<file path="src/hdl/gsc_pkg.sv">
// Shared types, constants and the month-length table for the GPS-seconds-to-calendar block.
package gsc_pkg;

    // Divide by a constant with a reciprocal multiply: q = (x * RECIP) >> SHIFT, where x is
    // the dividend with the divisor's power-of-two factor already shifted out
    localparam logic [16:0] SECS_PER_DAY  = 17'd86400;
    localparam logic [16:0] SECS_PER_HOUR = 17'd3600;
    localparam logic [5:0]  SECS_PER_MIN  = 6'd60;

    localparam logic [25:0] DAY_RECIP  = 26'd50903317;  // 2^35 / 675, rounded up
    localparam logic [13:0] HOUR_RECIP = 14'd9321;      // 2^21 / 225, rounded up
    localparam logic [10:0] MIN_RECIP  = 11'd1093;      // 2^14 / 15, rounded up

    localparam int DAY_SHIFT  = 35;
    localparam int HOUR_SHIFT = 21;
    localparam int MIN_SHIFT  = 14;

    localparam logic [15:0] DAY_OFFSET = 16'd6;
    localparam logic [11:0] BASE_YEAR  = 12'd1980;
    localparam logic [11:0] YEAR_LIMIT = 12'd2059;  // first year that yields an all-zero word

    typedef enum logic [1:0] {
        DIV_DAY,
        DIV_HOUR,
        DIV_MINUTE
    } div_sel_t;

    typedef struct packed {
        logic     load;
        div_sel_t sel;
        logic     mul;
        logic     fold;
        logic     year_set;
        logic     year_step;
        logic     month_set;
        logic     month_step;
        logic     out_load;
        logic     out_zero;
    } gsc_cmd_t;

    typedef struct packed {
        logic year_last;
        logic year_fit;
        logic month_fit;
    } gsc_stat_t;

    typedef struct packed {
        logic       in_range;
        logic [5:0] second;
        logic [5:0] minute;
        logic [4:0] hour;
        logic [4:0] day;
        logic [3:0] month;
        logic [11:0] year;
    } gsc_res_t;

    // Days in month 1..12; codes outside that read as 31
    function automatic logic [4:0] month_days(input logic [3:0] mon, input logic leap);
        logic [4:0] len;
        case (mon) inside
            4'd2:                     len = 5'd28 + {4'b0, leap};
            4'd4, 4'd6, 4'd9, 4'd11:  len = 5'd30;
            default:                  len = 5'd31;
        endcase
        return len;
    endfunction

endpackage

</file>
<file path="src/hdl/gsc_ctrl.sv">
// Sequencer for the divide, year walk and month walk phases, plus output handshake.
module gsc_ctrl (
    input  logic               aclk,
    input  logic               aresetn,
    input  logic               s_tvalid,
    output logic               s_tready,
    output logic               m_tvalid,
    input  logic               m_tready,
    input  gsc_pkg::gsc_stat_t stat,
    output gsc_pkg::gsc_cmd_t  cmd
);

    typedef enum logic [3:0] {
        ST_IDLE,
        ST_DMUL,
        ST_DFOLD,
        ST_HMUL,
        ST_HFOLD,
        ST_MMUL,
        ST_MFOLD,
        ST_YEAR,
        ST_MONTH,
        ST_DONE
    } state_t;

    state_t     state_reg, state_next;
    logic       oor_reg, oor_next;
    logic       m_tvalid_reg, m_tvalid_next;

    always_comb begin
        state_next    = state_reg;
        oor_next      = oor_reg;
        m_tvalid_next = m_tvalid_reg && !m_tready;
        cmd           = '0;
        case (state_reg)
            ST_IDLE: begin
                if (s_tvalid) begin
                    cmd.load   = 1'b1;
                    state_next = ST_DMUL;
                end
            end
            ST_DMUL: begin
                cmd.sel    = gsc_pkg::DIV_DAY;
                cmd.mul    = 1'b1;
                state_next = ST_DFOLD;
            end
            ST_DFOLD: begin
                cmd.sel    = gsc_pkg::DIV_DAY;
                cmd.fold   = 1'b1;
                state_next = ST_HMUL;
            end
            ST_HMUL: begin
                cmd.sel    = gsc_pkg::DIV_HOUR;
                cmd.mul    = 1'b1;
                state_next = ST_HFOLD;
            end
            ST_HFOLD: begin
                cmd.sel    = gsc_pkg::DIV_HOUR;
                cmd.fold   = 1'b1;
                state_next = ST_MMUL;
            end
            ST_MMUL: begin
                cmd.sel    = gsc_pkg::DIV_MINUTE;
                cmd.mul    = 1'b1;
                state_next = ST_MFOLD;
            end
            ST_MFOLD: begin
                cmd.sel      = gsc_pkg::DIV_MINUTE;
                cmd.fold     = 1'b1;
                cmd.year_set = 1'b1;
                state_next   = ST_YEAR;
            end
            ST_YEAR: begin
                if (stat.year_last) begin
                    // walked past the last supported year: send an all-zero word
                    oor_next   = 1'b1;
                    state_next = ST_DONE;
                end else if (stat.year_fit) begin
                    cmd.month_set = 1'b1;
                    oor_next      = 1'b0;
                    state_next    = ST_MONTH;
                end else begin
                    cmd.year_step = 1'b1;
                end
            end
            ST_MONTH: begin
                if (stat.month_fit) begin
                    state_next = ST_DONE;
                end else begin
                    cmd.month_step = 1'b1;
                end
            end
            ST_DONE: begin
                // hold the finished word until the output register frees up
                if (!m_tvalid_reg || m_tready) begin
                    cmd.out_load  = 1'b1;
                    cmd.out_zero  = oor_reg;
                    m_tvalid_next = 1'b1;
                    state_next    = ST_IDLE;
                end
            end
            default: begin
                state_next = ST_IDLE;
            end
        endcase
    end

    always_ff @(posedge aclk) begin
        if (!aresetn) begin
            state_reg    <= ST_IDLE;
            oor_reg      <= 1'b0;
            m_tvalid_reg <= 1'b0;
        end else begin
            state_reg    <= state_next;
            oor_reg      <= oor_next;
            m_tvalid_reg <= m_tvalid_next;
        end
    end

    assign s_tready = (state_reg == ST_IDLE);
    assign m_tvalid = m_tvalid_reg;

endmodule

</file>
<file path="src/hdl/gsc_dp.sv">
// Datapath: shared reciprocal-multiply divider, year and month walk registers, output register.
module gsc_dp (
    input  logic               aclk,
    input  gsc_pkg::gsc_cmd_t  cmd,
    input  logic [31:0]        in_seconds,
    output gsc_pkg::gsc_stat_t stat,
    output gsc_pkg::gsc_res_t  res
);

    logic [31:0] sec_reg;
    logic [50:0] prod_reg;
    logic [16:0] rem_reg;
    logic [15:0] days_reg;
    logic [4:0]  hour_reg;
    logic [5:0]  minute_reg;
    logic [5:0]  second_reg;
    logic [11:0] year_reg;
    logic [8:0]  doy_reg;
    logic [3:0]  mon_reg;
    logic        leap_reg;
    gsc_pkg::gsc_res_t res_reg;

    logic [24:0] mul_a;
    logic [25:0] mul_b;
    logic [50:0] mul_p;
    logic [15:0] day_q;
    logic [4:0]  hour_q;
    logic [5:0]  min_q;
    logic [16:0] day_back;
    logic [16:0] hour_back;
    logic [5:0]  min_back;
    logic        leap;
    logic [8:0]  ylen;
    logic [4:0]  mlen;

    // Strip the divisor's power of two, then multiply by the reciprocal of the odd part
    always_comb begin
        case (cmd.sel)
            gsc_pkg::DIV_DAY: begin
                mul_a = sec_reg[31:7];
                mul_b = gsc_pkg::DAY_RECIP;
            end
            gsc_pkg::DIV_HOUR: begin
                mul_a = {12'b0, rem_reg[16:4]};
                mul_b = {12'b0, gsc_pkg::HOUR_RECIP};
            end
            gsc_pkg::DIV_MINUTE: begin
                mul_a = {15'b0, rem_reg[11:2]};
                mul_b = {15'b0, gsc_pkg::MIN_RECIP};
            end
            default: begin
                mul_a = '0;
                mul_b = '0;
            end
        endcase
    end

    assign mul_p = {26'b0, mul_a} * {25'b0, mul_b};

    assign day_q  = prod_reg[gsc_pkg::DAY_SHIFT +: 16];
    assign hour_q = prod_reg[gsc_pkg::HOUR_SHIFT +: 5];
    assign min_q  = prod_reg[gsc_pkg::MIN_SHIFT +: 6];

    // Remainders fit the narrow widths, so the products wrap harmlessly there
    assign day_back  = {1'b0, day_q} * gsc_pkg::SECS_PER_DAY;
    assign hour_back = {12'b0, hour_q} * gsc_pkg::SECS_PER_HOUR;
    assign min_back  = min_q * gsc_pkg::SECS_PER_MIN;

    // Every century inside the walked span is a multiple of 400, so four-year rule suffices
    assign leap = (year_reg[1:0] == 2'b00);
    assign ylen = 9'd365 + {8'b0, leap};
    assign mlen = gsc_pkg::month_days(mon_reg, leap_reg);

    assign stat.year_last = (year_reg >= gsc_pkg::YEAR_LIMIT);
    assign stat.year_fit  = (days_reg <= {7'b0, ylen});
    assign stat.month_fit = (doy_reg <= {4'b0, mlen});

    always_ff @(posedge aclk) begin
        if (cmd.load) begin
            sec_reg <= in_seconds;
        end
        if (cmd.mul) begin
            prod_reg <= mul_p;
        end
        if (cmd.fold) begin
            case (cmd.sel)
                gsc_pkg::DIV_DAY: begin
                    days_reg <= day_q + gsc_pkg::DAY_OFFSET;
                    rem_reg  <= sec_reg[16:0] - day_back;
                end
                gsc_pkg::DIV_HOUR: begin
                    hour_reg <= hour_q;
                    rem_reg  <= rem_reg - hour_back;
                end
                gsc_pkg::DIV_MINUTE: begin
                    minute_reg <= min_q;
                    second_reg <= rem_reg[5:0] - min_back;
                end
                default: begin
                end
            endcase
        end
        if (cmd.year_set) begin
            year_reg <= gsc_pkg::BASE_YEAR;
        end
        if (cmd.year_step) begin
            days_reg <= days_reg - {7'b0, ylen};
            year_reg <= year_reg + 12'd1;
        end
        if (cmd.month_set) begin
            doy_reg  <= days_reg[8:0];
            mon_reg  <= 4'd1;
            leap_reg <= leap;
        end
        if (cmd.month_step) begin
            doy_reg <= doy_reg - {4'b0, mlen};
            mon_reg <= mon_reg + 4'd1;
        end
        if (cmd.out_load) begin
            if (cmd.out_zero) begin
                res_reg <= '0;
            end else begin
                res_reg.in_range <= 1'b1;
                res_reg.second   <= second_reg;
                res_reg.minute   <= minute_reg;
                res_reg.hour     <= hour_reg;
                res_reg.day      <= doy_reg[4:0];
                res_reg.month    <= mon_reg;
                res_reg.year     <= year_reg;
            end
        end
    end

    assign res = res_reg;

endmodule

</file>
<file path="src/hdl/gps_seconds_to_calendar.sv">
// Top level: GPS seconds count to calendar date and time of day.
//
//  channel | dir | tdata (lowest bit up)                              | tuser
//  s_      | in  | gps_seconds[31:0]                                  | -
//  m_      | out | year[11:0] month[15:12] day[20:16] hour[25:21]     | in_range[0]
//          |     | minute[31:26] second[37:32], zero pad [39:38]      |
//
// One item at a time; an item holds the block through the divides, the year walk and the
// month walk; the year walk steps one year a cycle and stops at the limit year.
// Days, hours, minutes and seconds come from three reciprocal multiplies, each then folded.
// A finished word sits in the output register while the next word is taken and worked on;
// an unread word stalls the block in its last state until the output register frees up.
// Reset (aresetn low, synchronous) empties the output register and returns to idle.
module gps_seconds_to_calendar (
    input  logic        aclk,
    input  logic        aresetn,
    input  logic        s_tvalid,
    output logic        s_tready,
    input  logic [31:0] s_tdata,   // gps_seconds[31:0]
    output logic        m_tvalid,
    input  logic        m_tready,
    output logic [39:0] m_tdata,   // year, month, day, hour, minute, second, pad
    output logic [0:0]  m_tuser    // in_range
);

    gsc_pkg::gsc_cmd_t  cmd;
    gsc_pkg::gsc_stat_t stat;
    gsc_pkg::gsc_res_t  res;

    gsc_ctrl u_ctrl (
        .aclk     (aclk),
        .aresetn  (aresetn),
        .s_tvalid (s_tvalid),
        .s_tready (s_tready),
        .m_tvalid (m_tvalid),
        .m_tready (m_tready),
        .stat     (stat),
        .cmd      (cmd)
    );

    gsc_dp u_dp (
        .aclk       (aclk),
        .cmd        (cmd),
        .in_seconds (s_tdata),
        .stat       (stat),
        .res        (res)
    );

    assign m_tdata = {2'b00, res.second, res.minute, res.hour, res.day, res.month, res.year};
    assign m_tuser = res.in_range;

    // Out-of-range words carry nothing
    a_oor_zero: assert property (@(posedge aclk) disable iff (!aresetn)
        m_tvalid && !m_tuser[0] |-> m_tdata == '0)
        else $error("out-of-range word not cleared");

    // An in-range word is a real date and time
    a_date_sane: assert property (@(posedge aclk) disable iff (!aresetn)
        m_tvalid && m_tuser[0] |->
            m_tdata[15:12] != 4'd0 && m_tdata[15:12] <= 4'd12 && m_tdata[20:16] != 5'd0 &&
            m_tdata[25:21] <= 5'd23 && m_tdata[31:26] <= 6'd59 && m_tdata[37:32] <= 6'd59)
        else $error("calendar fields out of range");

    // Taking a word starts work: no second word the next cycle
    a_busy: assert property (@(posedge aclk) disable iff (!aresetn)
        s_tvalid && s_tready |=> !s_tready)
        else $error("input taken while busy");

    // A new word only appears once the previous one has gone
    a_no_overwrite: assert property (@(posedge aclk) disable iff (!aresetn)
        m_tvalid && !m_tready |=> m_tvalid && $stable(m_tdata) && $stable(m_tuser))
        else $error("pending word overwritten");

endmodule

</file>
<file path="config.mk">
export PLATFORM = sky130hd
export DESIGN_NAME = gps_seconds_to_calendar
export DESIGN_NICKNAME = d
export VERILOG_FILES = /design/src/hdl/gsc_pkg.sv /design/src/hdl/gsc_ctrl.sv /design/src/hdl/gsc_dp.sv /design/src/hdl/gps_seconds_to_calendar.sv
export SDC_FILE = /design/constraint.sdc
export NUM_CORES = 1
export LEC_CHECK = 0
export ABC_CLOCK_PERIOD_IN_PS = 10400
export BUFFER_PORTS_ARGS = -buffer_cell sky130_fd_sc_hd__buf_2
export CORE_UTILIZATION = 40
export CTS_CLUSTER_SIZE = 8
export DETAILED_ROUTE_END_ITERATION = 7
export GPL_ROUTABILITY_DRIVEN = 1
export PLACE_DENSITY = 0.52
export SETUP_SLACK_MARGIN = 0.02
export SLEW_MARGIN = 20
export SYNTH_ARGS = -nofsm -noshare
export SYNTH_HDL_FRONTEND = slang
export SYNTH_SLANG_ARGS = --single-unit
export TNS_END_PERCENT = 100
</file>
<file path="constraint.sdc">
create_clock -name aclk -period 10.4 [get_ports aclk]
set_input_delay 3.12 -clock aclk [delete_from_list [all_inputs] [get_ports aclk]]
set_output_delay 3.12 -clock aclk [all_outputs]
set_load 0.05 [all_outputs]
</file>
==> results of run 1 <==
[layout by cell type, fill, tap and decap left out, types with 4 or more instances in the layout]
cell type  instances
a21boi_0           7
xor2_1            44
a211oi_1           8
clkinv_8           5
buf_4             22
or2_2              4
dfxtp_1            6
and3_1            23
buf_2             76
mux2i_1            4
nor2_1           104
nor3_1            23
ha_1             393
xnor2_1           73
o211ai_1           4
nand3b_1           4
nand2_1          108
inv_6              6
a222oi_1          10
a21o_1            39
and2_1            61
edfxtp_1         174
o21ai_0           48
o21bai_1          13
nand4_1           13
inv_1            605
nand2b_1          13
clkbuf_16         17
fa_1             289
nand3_1           28
o21a_1             7
nor2b_1           16
a21oi_1           89
a31oi_1            5
[kinds of logic (layout without fill, tap and decap cells)]
logic type | Yosys count | count (layout) | synth area share [%]
AO/OA/AOI/OAI | 258 | 258 | 7.20
XOR/XNOR | 117 | 117 | 4.39
adder cells (fa/ha/maj) | 683 | 683 | 45.9
buffers and inverters | 651 | 737 | 10.6
flip-flops | 180 | 180 | 22.9
multiplexers | 7 | 7 | 0.316
other | 1 | 2 | 0.0161
AND/OR/NAND/NOR | 417 | 417 | 8.78
[through the flow]
step	util [%]	hold WS, ps
2_1_floorplan	-	400
5_1_grt	43.9	428
6_report	43.9	427
4_1_cts	43.9	425
3_3_place_gp	42.9	406
3_5_place_dp	42.9	406
[cell type report]
class	instances	area share, %
clock buffer	17	1.68
inverter	606	8.99
timing repair buffer	99	2.23
clock inverter	15	0.648
tap	765	3.78
sequential	180	21.1
multi-input combinational	1484	61.6
[per-layer routing]
metal / vias up / wire (um) / global-route usage, %
met5: - / 0 / 0
met4: 0 / 1340 / 5.94
met3: 62 / 1640 / 2.05
met2: 261 / 27300 / 33.5
met1: 7565 / 26000 / 26.2
li1: 7524 / - / -
[critical path, delay by kind of cell (launching register included)]
family | cells | cell delay [ps]
fa+ha+maj | 9 | 4330
compound gates | 6 | 1830
simple gates | 7 | 1530
buf+inv | 10 | 1150
flops | 1 | 600
[worst max path at each step]
| stage | end | slack (ps) | cells past startpoint | from |
|---|---|---|---|---|
| 6_report | u_dp.prod_reg[48] | 650 | 32 | u_ctrl.state_reg[3] |
| 5_1_grt | u_dp.prod_reg[48] | 60 | 31 | u_ctrl.state_reg[3] |
| 4_1_cts | u_dp.prod_reg[48] | 560 | 31 | u_ctrl.state_reg[3] |
| 3_5_place_dp | u_dp.prod_reg[48] | 620 | 31 | u_ctrl.state_reg[3] |
| 3_3_place_gp | u_dp.prod_reg[48] | 740 | 31 | u_ctrl.state_reg[3] |
| 2_1_floorplan | u_dp.prod_reg[47] | 1690 | 34 | u_ctrl.state_reg[1] |
==> flow_summary.ini, run 1 <==
[placed_design]
place_hpwl_um = 48500
routabilityCongestion = 0.929
dp_worst_setup_slack_ps = 623
place_inst = 3134
port_buffers = 76
place_area_um2 = 24700

[setup_path]
reg2reg_from = u_ctrl.state_reg[3]
critPathSlowestCell = dfxtp_1
cp_max_fo = 29
criticalPathCategory = flip-flop to flip-flop
end_kind = flip-flop
worstReg2RegEnd = u_dp.prod_reg[48]
r2r_slack_ps = 650
arrival_ps = 9960
reg2reg_depth = 32
start_kind = flip-flop
cp.required_ps = 10620
cpPeakStageDelay_ps = 600

[floorplanning]
io_pins = 79
die_area_um2 = 59400
start_util_pct = 40.5
core_um2 = 57700
dieWidth_um = 244
die_h_um = 244
num_rows = 88

[timing]
worst_clock_skew_ps = 26.3
setup_tns_ps = 0
rsz0062_at_grt = no
hold_viol = 0
setup_viol = 0
worst_pin_slew_ps = 1050
setup_ws_ps = 652
relSlewSlack_pct = 29.8
drv_slew = 0
max_freq_mhz = 103
finalCriticalPeriod_ps = 9750
fin_crit_sh_pct = 93.7

[synthesis]
ys_seq_area_share_pct = 22.9
synth_cell_types = 71
netlist_top_cells_area = fa_1 25%, edfxtp_1 22%, ha_1 21%, inv_1 9.7%, xnor2_1 2.7%
synth_top_area_share_pct = 24.8
synth.most_common_cell = inv_1
yosysTopAreaCell = fa_1
synth_common_cells = 605 x inv_1, 394 x ha_1, 289 x fa_1
synth_edf_count = 174
syn_area_um2 = 23400
synthArstFlopShare_pct = 0
yosysWarnings = 0
ys_ff_latch = 180
synth_flop_cell = edfxtp_1
synth_cells = 2314
synth_area_per_cell_um2 = 10.1

[global_routing]
grt_usage_pct = 19.6
grt_antenna_before_repair = 0
grt_max_degree = 48
grt_overflow = 0
grt_pass1_wl_um = 89900
grt_pass1_vias = 16400

[routing]
route.detailed.drc = 0
wl_um = 56300
ant_nets = 0
first_pass_iters = 6
wl_per_cell_um = 17.8
drtIter0Drc = 833
avgViaCountPerCell = 4.87
vias = 15400

[layout]
seq_area_um2 = 5350
finalNonFillerCells = 3166
fill_cells = 5622
drive_above_1_share_pct = 6.29
multi_input_area_um2 = 15600
largest_reg_flops = 39
fin_area_um2 = 25300
fin_nets = 3107
area_delta_synth_final_pct = 8.35
n_antenna_cell = 0

[run]
cap_viol_max_count = 0

[cts]
cts_hold_buffers = 0
cts_tree = yes
clk_pin_slew_ps = 80
cts_setup_buffers = 0
root_buffer = clkbuf_16
cts-buffers-inserted = 17
clkSinkCount = 180
ctsResizeCount = 0
clkLatencyLatePin_ps = 470
h-tree-depth = 4
cts_buffer_depth = 2

[worst_hold_path]
whs_endpoint = u_dp.minute_reg[5]
hp-class = flip-flop to flip-flop
hold_depth = 0
hp-start = u_dp.prod_reg[19]

[run_status]
status = completed
Power of run 1 is left out: the tool's default activity adds up to more than one toggle a clock period on the data nets, which glitch-free logic cannot reach.
==> run 2: changes to the inputs <==
--- a/config.mk
+++ b/config.mk
@@ -11,6 +11,7 @@
 export CTS_CLUSTER_SIZE = 8
 export DETAILED_ROUTE_END_ITERATION = 7
 export GPL_ROUTABILITY_DRIVEN = 1
+export GPL_TIMING_DRIVEN = 0
 export PLACE_DENSITY = 0.52
 export SETUP_SLACK_MARGIN = 0.02
 export SLEW_MARGIN = 20
==> run 2 against run 1 <==
Effect of this change:
- worst setup slack lost 230 ps
- highest routed layer unchanged
- final area up 1.4%
- final cell count is 1.0% higher
- worst hold slack got worse by 1.4 ps
- sequential share of layout area down 0.28 points
- critical endpoint is now u_dp.prod_reg[47]
- critical path depth is 1 lower
- clock skew fell by 9.9 ps
- count of clock-buffer cells in the layout unchanged
- maximum frequency shrank 2.3%
- die area unchanged
- first-iteration DRC count shrank 9.8%
==> flow_summary.ini, run 2 (synthesis results as in run 1) <==
[setup_path]
cp.required_ps = 10610
end_kind = flip-flop
worstPathBufferInverterCount = 10
cp_top_family = adder cells
criticalPathCategory = flip-flop to flip-flop
cp_common_cell = fa_1
cpPeakStageDelay_ps = 540
start_kind = flip-flop
cp_max_fo = 12
cp.depth = 31
reg2reg_depth = 31
arrival_ps = 10190
critPathSlowestCell = clkdlybuf4s15_2

[timing]
finalCriticalPeriod_ps = 9980
drv_slew = 0
setup_viol = 0
relSlewSlack_pct = 26.9
whs_ps = 425
hold_viol = 0
rsz0062_at_grt = no
worst_pin_slew_ps = 1090
setup_ws_ps = 424
max_freq_mhz = 100
worst_clock_skew_ps = 16.4
fin_crit_sh_pct = 95.9

[floorplanning]
dieWidth_um = 244
io_pins = 79
num_rows = 88
die_h_um = 244
start_util_pct = 40.5
core_um2 = 57700
die_area_um2 = 59400

[layout]
area_delta_synth_final_pct = 9.82
fin_area_um2 = 25700
finalNonFillerCells = 3199
n_antenna_cell = 0
fin_nets = 3140
most-common-layout-cells = 598 x inv_1, 394 x ha_1, 289 x fa_1
drive_above_1_share_pct = 7.76
final_common_cell = inv_1
largest_reg_flops = 39

[routing]
ant_nets = 0
avgViaCountPerCell = 4.84
wl_um = 56300
first_pass_iters = 8
wl_per_cell_um = 17.6
vias = 15500
route.detailed.drc = 0
drtIter0Drc = 751

[worst_hold_path]
hold_depth = 0
hp-class = flip-flop to flip-flop

[placed_design]
dp_worst_setup_slack_ps = -1540
place_inst = 3160
place_area_um2 = 24800
routabilityCongestion = 0.912
place_hpwl_um = 48000
port_buffers = 76

[global_routing]
grt_usage_pct = 19.7
grt_antenna_before_repair = 0
grt_overflow = 0
grt_pass1_wl_um = 89900
grt_pass1_vias = 16300
grt_max_degree = 25

[run_status]
status = completed

[cts]
cts_tree = yes
root_buffer = clkbuf_16
clkLatencyLatePin_ps = 490
cts-buffers-inserted = 17
cts_buffer_depth = 2
clkSinkCount = 180
clk_pin_slew_ps = 80
cts_hold_buffers = 0
h-tree-depth = 4

[run]
cap_viol_max_count = 0
run 2: path summary, 6_finish.rpt:
check | startpoint | end | slack, ps
worst max-delay path | u_ctrl.state_reg[1] | u_dp.prod_reg[47] | 420
worst max register to register | u_ctrl.state_reg[1] | u_dp.prod_reg[47] | 420
worst min register to register | u_dp.prod_reg[19] | u_dp.minute_reg[5] | 430
worst min-delay path | u_dp.prod_reg[19] | u_dp.minute_reg[5] | 430
run 2: worst reg2reg max path, delay by kind of cell (launching register included):
kind | cells | cell delay (ps)
compound gates | 9 | 1970
simple gates | 2 | 610
xor+xnor | 1 | 150
buf+inv | 10 | 2250
fa+ha+maj | 9 | 4170
flops | 1 | 520
run 2: what timing repair did:
item,CTS,global route
pin swaps,3,0
buffers inserted,3,6
setup endpoints to repair,22,12
gates resized for setup,39,15
run 2: area by class of cell:
class,count,area [um2]
fill,5566,32000
multi-input combinational,1484,15700
sequential,180,5350
inverter,606,2290
tap,765,957
timing repair buffer,89,522
clock buffer,17,425
buffer,43,218
clock inverter,15,215
run 2: metrics by stage:
step / setup TNS [ps] / utilization [%]
6_report: 0 / 44.5
5_1_grt: 0 / 44.5
4_1_cts: 0 / 44.3
3_5_place_dp: -19490 / 43.0
3_3_place_gp: -28310 / 42.8
2_1_floorplan: 0 / -
run 2: metal layers:
layer / part of all wire (%) / GRT usage [%]
met1: 47 / 26.5
met2: 47 / 32.7
met3: 3.3 / 2.47
met4: 2.6 / 6.67
met5: 0 / 0
Power of run 2 is left out for the same reason.
==> run 3: changes to the inputs <==
--- a/config.mk
+++ b/config.mk
@@ -5,14 +5,14 @@
 export SDC_FILE = /design/constraint.sdc
 export NUM_CORES = 1
 export LEC_CHECK = 0
-export ABC_CLOCK_PERIOD_IN_PS = 10400
+export ABC_CLOCK_PERIOD_IN_PS = 8380
 export BUFFER_PORTS_ARGS = -buffer_cell sky130_fd_sc_hd__buf_2
 export CORE_UTILIZATION = 40
 export CTS_CLUSTER_SIZE = 8
 export DETAILED_ROUTE_END_ITERATION = 7
 export GPL_ROUTABILITY_DRIVEN = 1
 export GPL_TIMING_DRIVEN = 0
-export PLACE_DENSITY = 0.52
+export PLACE_DENSITY = 0.55
 export SETUP_SLACK_MARGIN = 0.02
 export SLEW_MARGIN = 20
 export SYNTH_ARGS = -nofsm -noshare
==> constraint.sdc (replaced) <==
create_clock -name aclk -period 8.38 [get_ports aclk]
set_input_delay 2.514 -clock aclk [delete_from_list [all_inputs] [get_ports aclk]]
set_output_delay 2.514 -clock aclk [all_outputs]
set_load 0.05 [all_outputs]
==> run 3 against run 2 <==
Effect of this change:
- worst setup slack got worse by 190 ps
- global-route usage about the same
- register-to-register slack got worse by 190 ps
- sequential share of layout area shrank 1.1 points
- count of clock-buffer cells in the layout unchanged
- non-clock buffer count increased by 91
- maximum frequency is 23% higher
- via count up 3.2%
- critical path depth shrank 2
- clock skew is 5.5 ps higher
- final area rose by 5.9%
- critical endpoint is now u_dp.prod_reg[49]
==> flow_summary.ini, run 3 (synthesis results as in run 1) <==
[run_status]
status = completed

[cts]
cts-buffers-inserted = 17
clkSinkCount = 180
h-tree-depth = 4
cts_buffer_depth = 2
root_buffer = clkbuf_16
clkLatencyLatePin_ps = 480
clk_pin_slew_ps = 80
cts_tree = yes

[timing]
finalCriticalPeriod_ps = 8140
max_freq_mhz = 123
hold_viol = 0
setup_viol = 0
worst_pin_slew_ps = 1060
relSlewSlack_pct = 28.9
rsz0062_at_grt = no
fin_crit_sh_pct = 97.2
whs_ps = 422
worst_clock_skew_ps = 22.0
drv_slew = 0
setup_ws_ps = 239

[setup_path]
worstReg2RegEnd = u_dp.prod_reg[49]
arrival_ps = 8350
reg2reg_from = u_ctrl.state_reg[1]
reg2reg_depth = 29
critPathSlowestCell = fa_2
end_kind = flip-flop
start_kind = flip-flop
cp_common_cell = fa_1
r2r_slack_ps = 240
cpPeakStageDelay_ps = 590
cp.required_ps = 8590
cp_max_fo = 10
criticalPathCategory = flip-flop to flip-flop

[placed_design]
dp_worst_setup_slack_ps = -2850
place_hpwl_um = 47600
port_buffers = 76
place_inst = 3160
routabilityCongestion = 0.923

[layout]
area_delta_synth_final_pct = 16.3
fill_cells = 5374
fin_nets = 3231
finalNonFillerCells = 3290
largest_reg_flops = 39
post-route-util_pct = 47.1
seq_area_um2 = 5360
multi_input_area_um2 = 16300
most-common-layout-cells = 582 x inv_1, 377 x ha_1, 282 x fa_1
drive_above_1_share_pct = 15.6
n_antenna_cell = 0
final_common_cell = inv_1

[global_routing]
grt_overflow = 0
grt_pass1_wl_um = 89800
grt_max_degree = 25
grt_antenna_before_repair = 0
grt_usage_pct = 19.7
grt_pass1_vias = 16500

[floorplanning]
die_area_um2 = 59400
core_um2 = 57700
start_util_pct = 40.5
die_h_um = 244
dieWidth_um = 244
num_rows = 88
io_pins = 79

[routing]
vias = 16000
wl_per_cell_um = 17.6
route.detailed.drc = 0
wl_um = 57900
ant_nets = 0
avgViaCountPerCell = 4.86
drtIter0Drc = 941
first_pass_iters = 6

[run]
cap_viol_max_count = 0

[worst_hold_path]
hp-start = u_dp.prod_reg[18]
hp-class = flip-flop to flip-flop
whs_endpoint = u_dp.minute_reg[4]
hold_depth = 0
-- run 3: changes by cell type in the layout (fill, tap and decap cells not counted), sizes merged --
cell           before  now
clkbuf             50   39
buf                98  201
clkinv              8    7
clkinvlp            4    9
clkdlybuf4s15       1    0
inv               609  605
-- run 3: timing repair --
action                                 in CTS  in global routing
setup buffers                              51                 55
setup endpoints to repair                  27                 19
gates cloned                                0                  1
endpoints found under the hold margin       0                  0
hold buffers                                0                  0
gates resized for setup                   169                 97
pin swaps                                  38                 68
-- run 3: worst max path at each step --
stage / slack [ps] / to / startpoint / depth (start not counted)
2_1_floorplan: 40 / u_dp.prod_reg[47] / u_ctrl.state_reg[1] / 35
3_3_place_gp: -2720 / u_dp.prod_reg[47] / u_ctrl.state_reg[1] / 32
3_5_place_dp: -2850 / u_dp.prod_reg[47] / u_ctrl.state_reg[1] / 32
4_1_cts: 20 / u_dp.prod_reg[48] / u_ctrl.state_reg[1] / 34
5_1_grt: 6 / u_dp.prod_reg[48] / u_ctrl.state_reg[1] / 29
6_report: 240 / u_dp.prod_reg[49] / u_ctrl.state_reg[1] / 29
-- run 3: routing by layer --
metal,GRT usage [%],vias up,share of wire [%]
li1,-,7769,-
met1,25.5,7788,44
met2,33.7,347,49
met3,2.90,81,4.2
met4,6.32,0,2.4
met5,0,-,0
-- run 3: cell type report --
| type | count | area share [%] |
|---|---|---|
| Sequential cell | 180 | 19.7 |
| Timing Repair Buffer | 186 | 4.81 |
| Inverter | 606 | 8.61 |
| Tap cell | 765 | 3.52 |
| Buffer | 37 | 0.999 |
| Clock inverter | 15 | 0.636 |
| Clock buffer | 17 | 1.57 |
| Multi-Input combinational cell | 1484 | 60.1 |
-- run 3: through the flow --
step	TNS (ps)	cell area, um2
6_report	0	27200
3_3_place_gp	-53200	24700
3_5_place_dp	-56550	24800
2_1_floorplan	0	23400
4_1_cts	0	26400
5_1_grt	0	27200
-- run 3: worst max-delay path: cells and delay by family (launching register included) --
kind / cells / cell delay [ps]
adders and majority gates: 9 / 4090
AOI/OAI and AO/OA: 8 / 1760
and+or+nand+nor: 4 / 820
buffers and inverters: 7 / 670
DFF: 1 / 380
xor gates and xnor gates: 1 / 160
Power of run 3 is left out for the same reason.
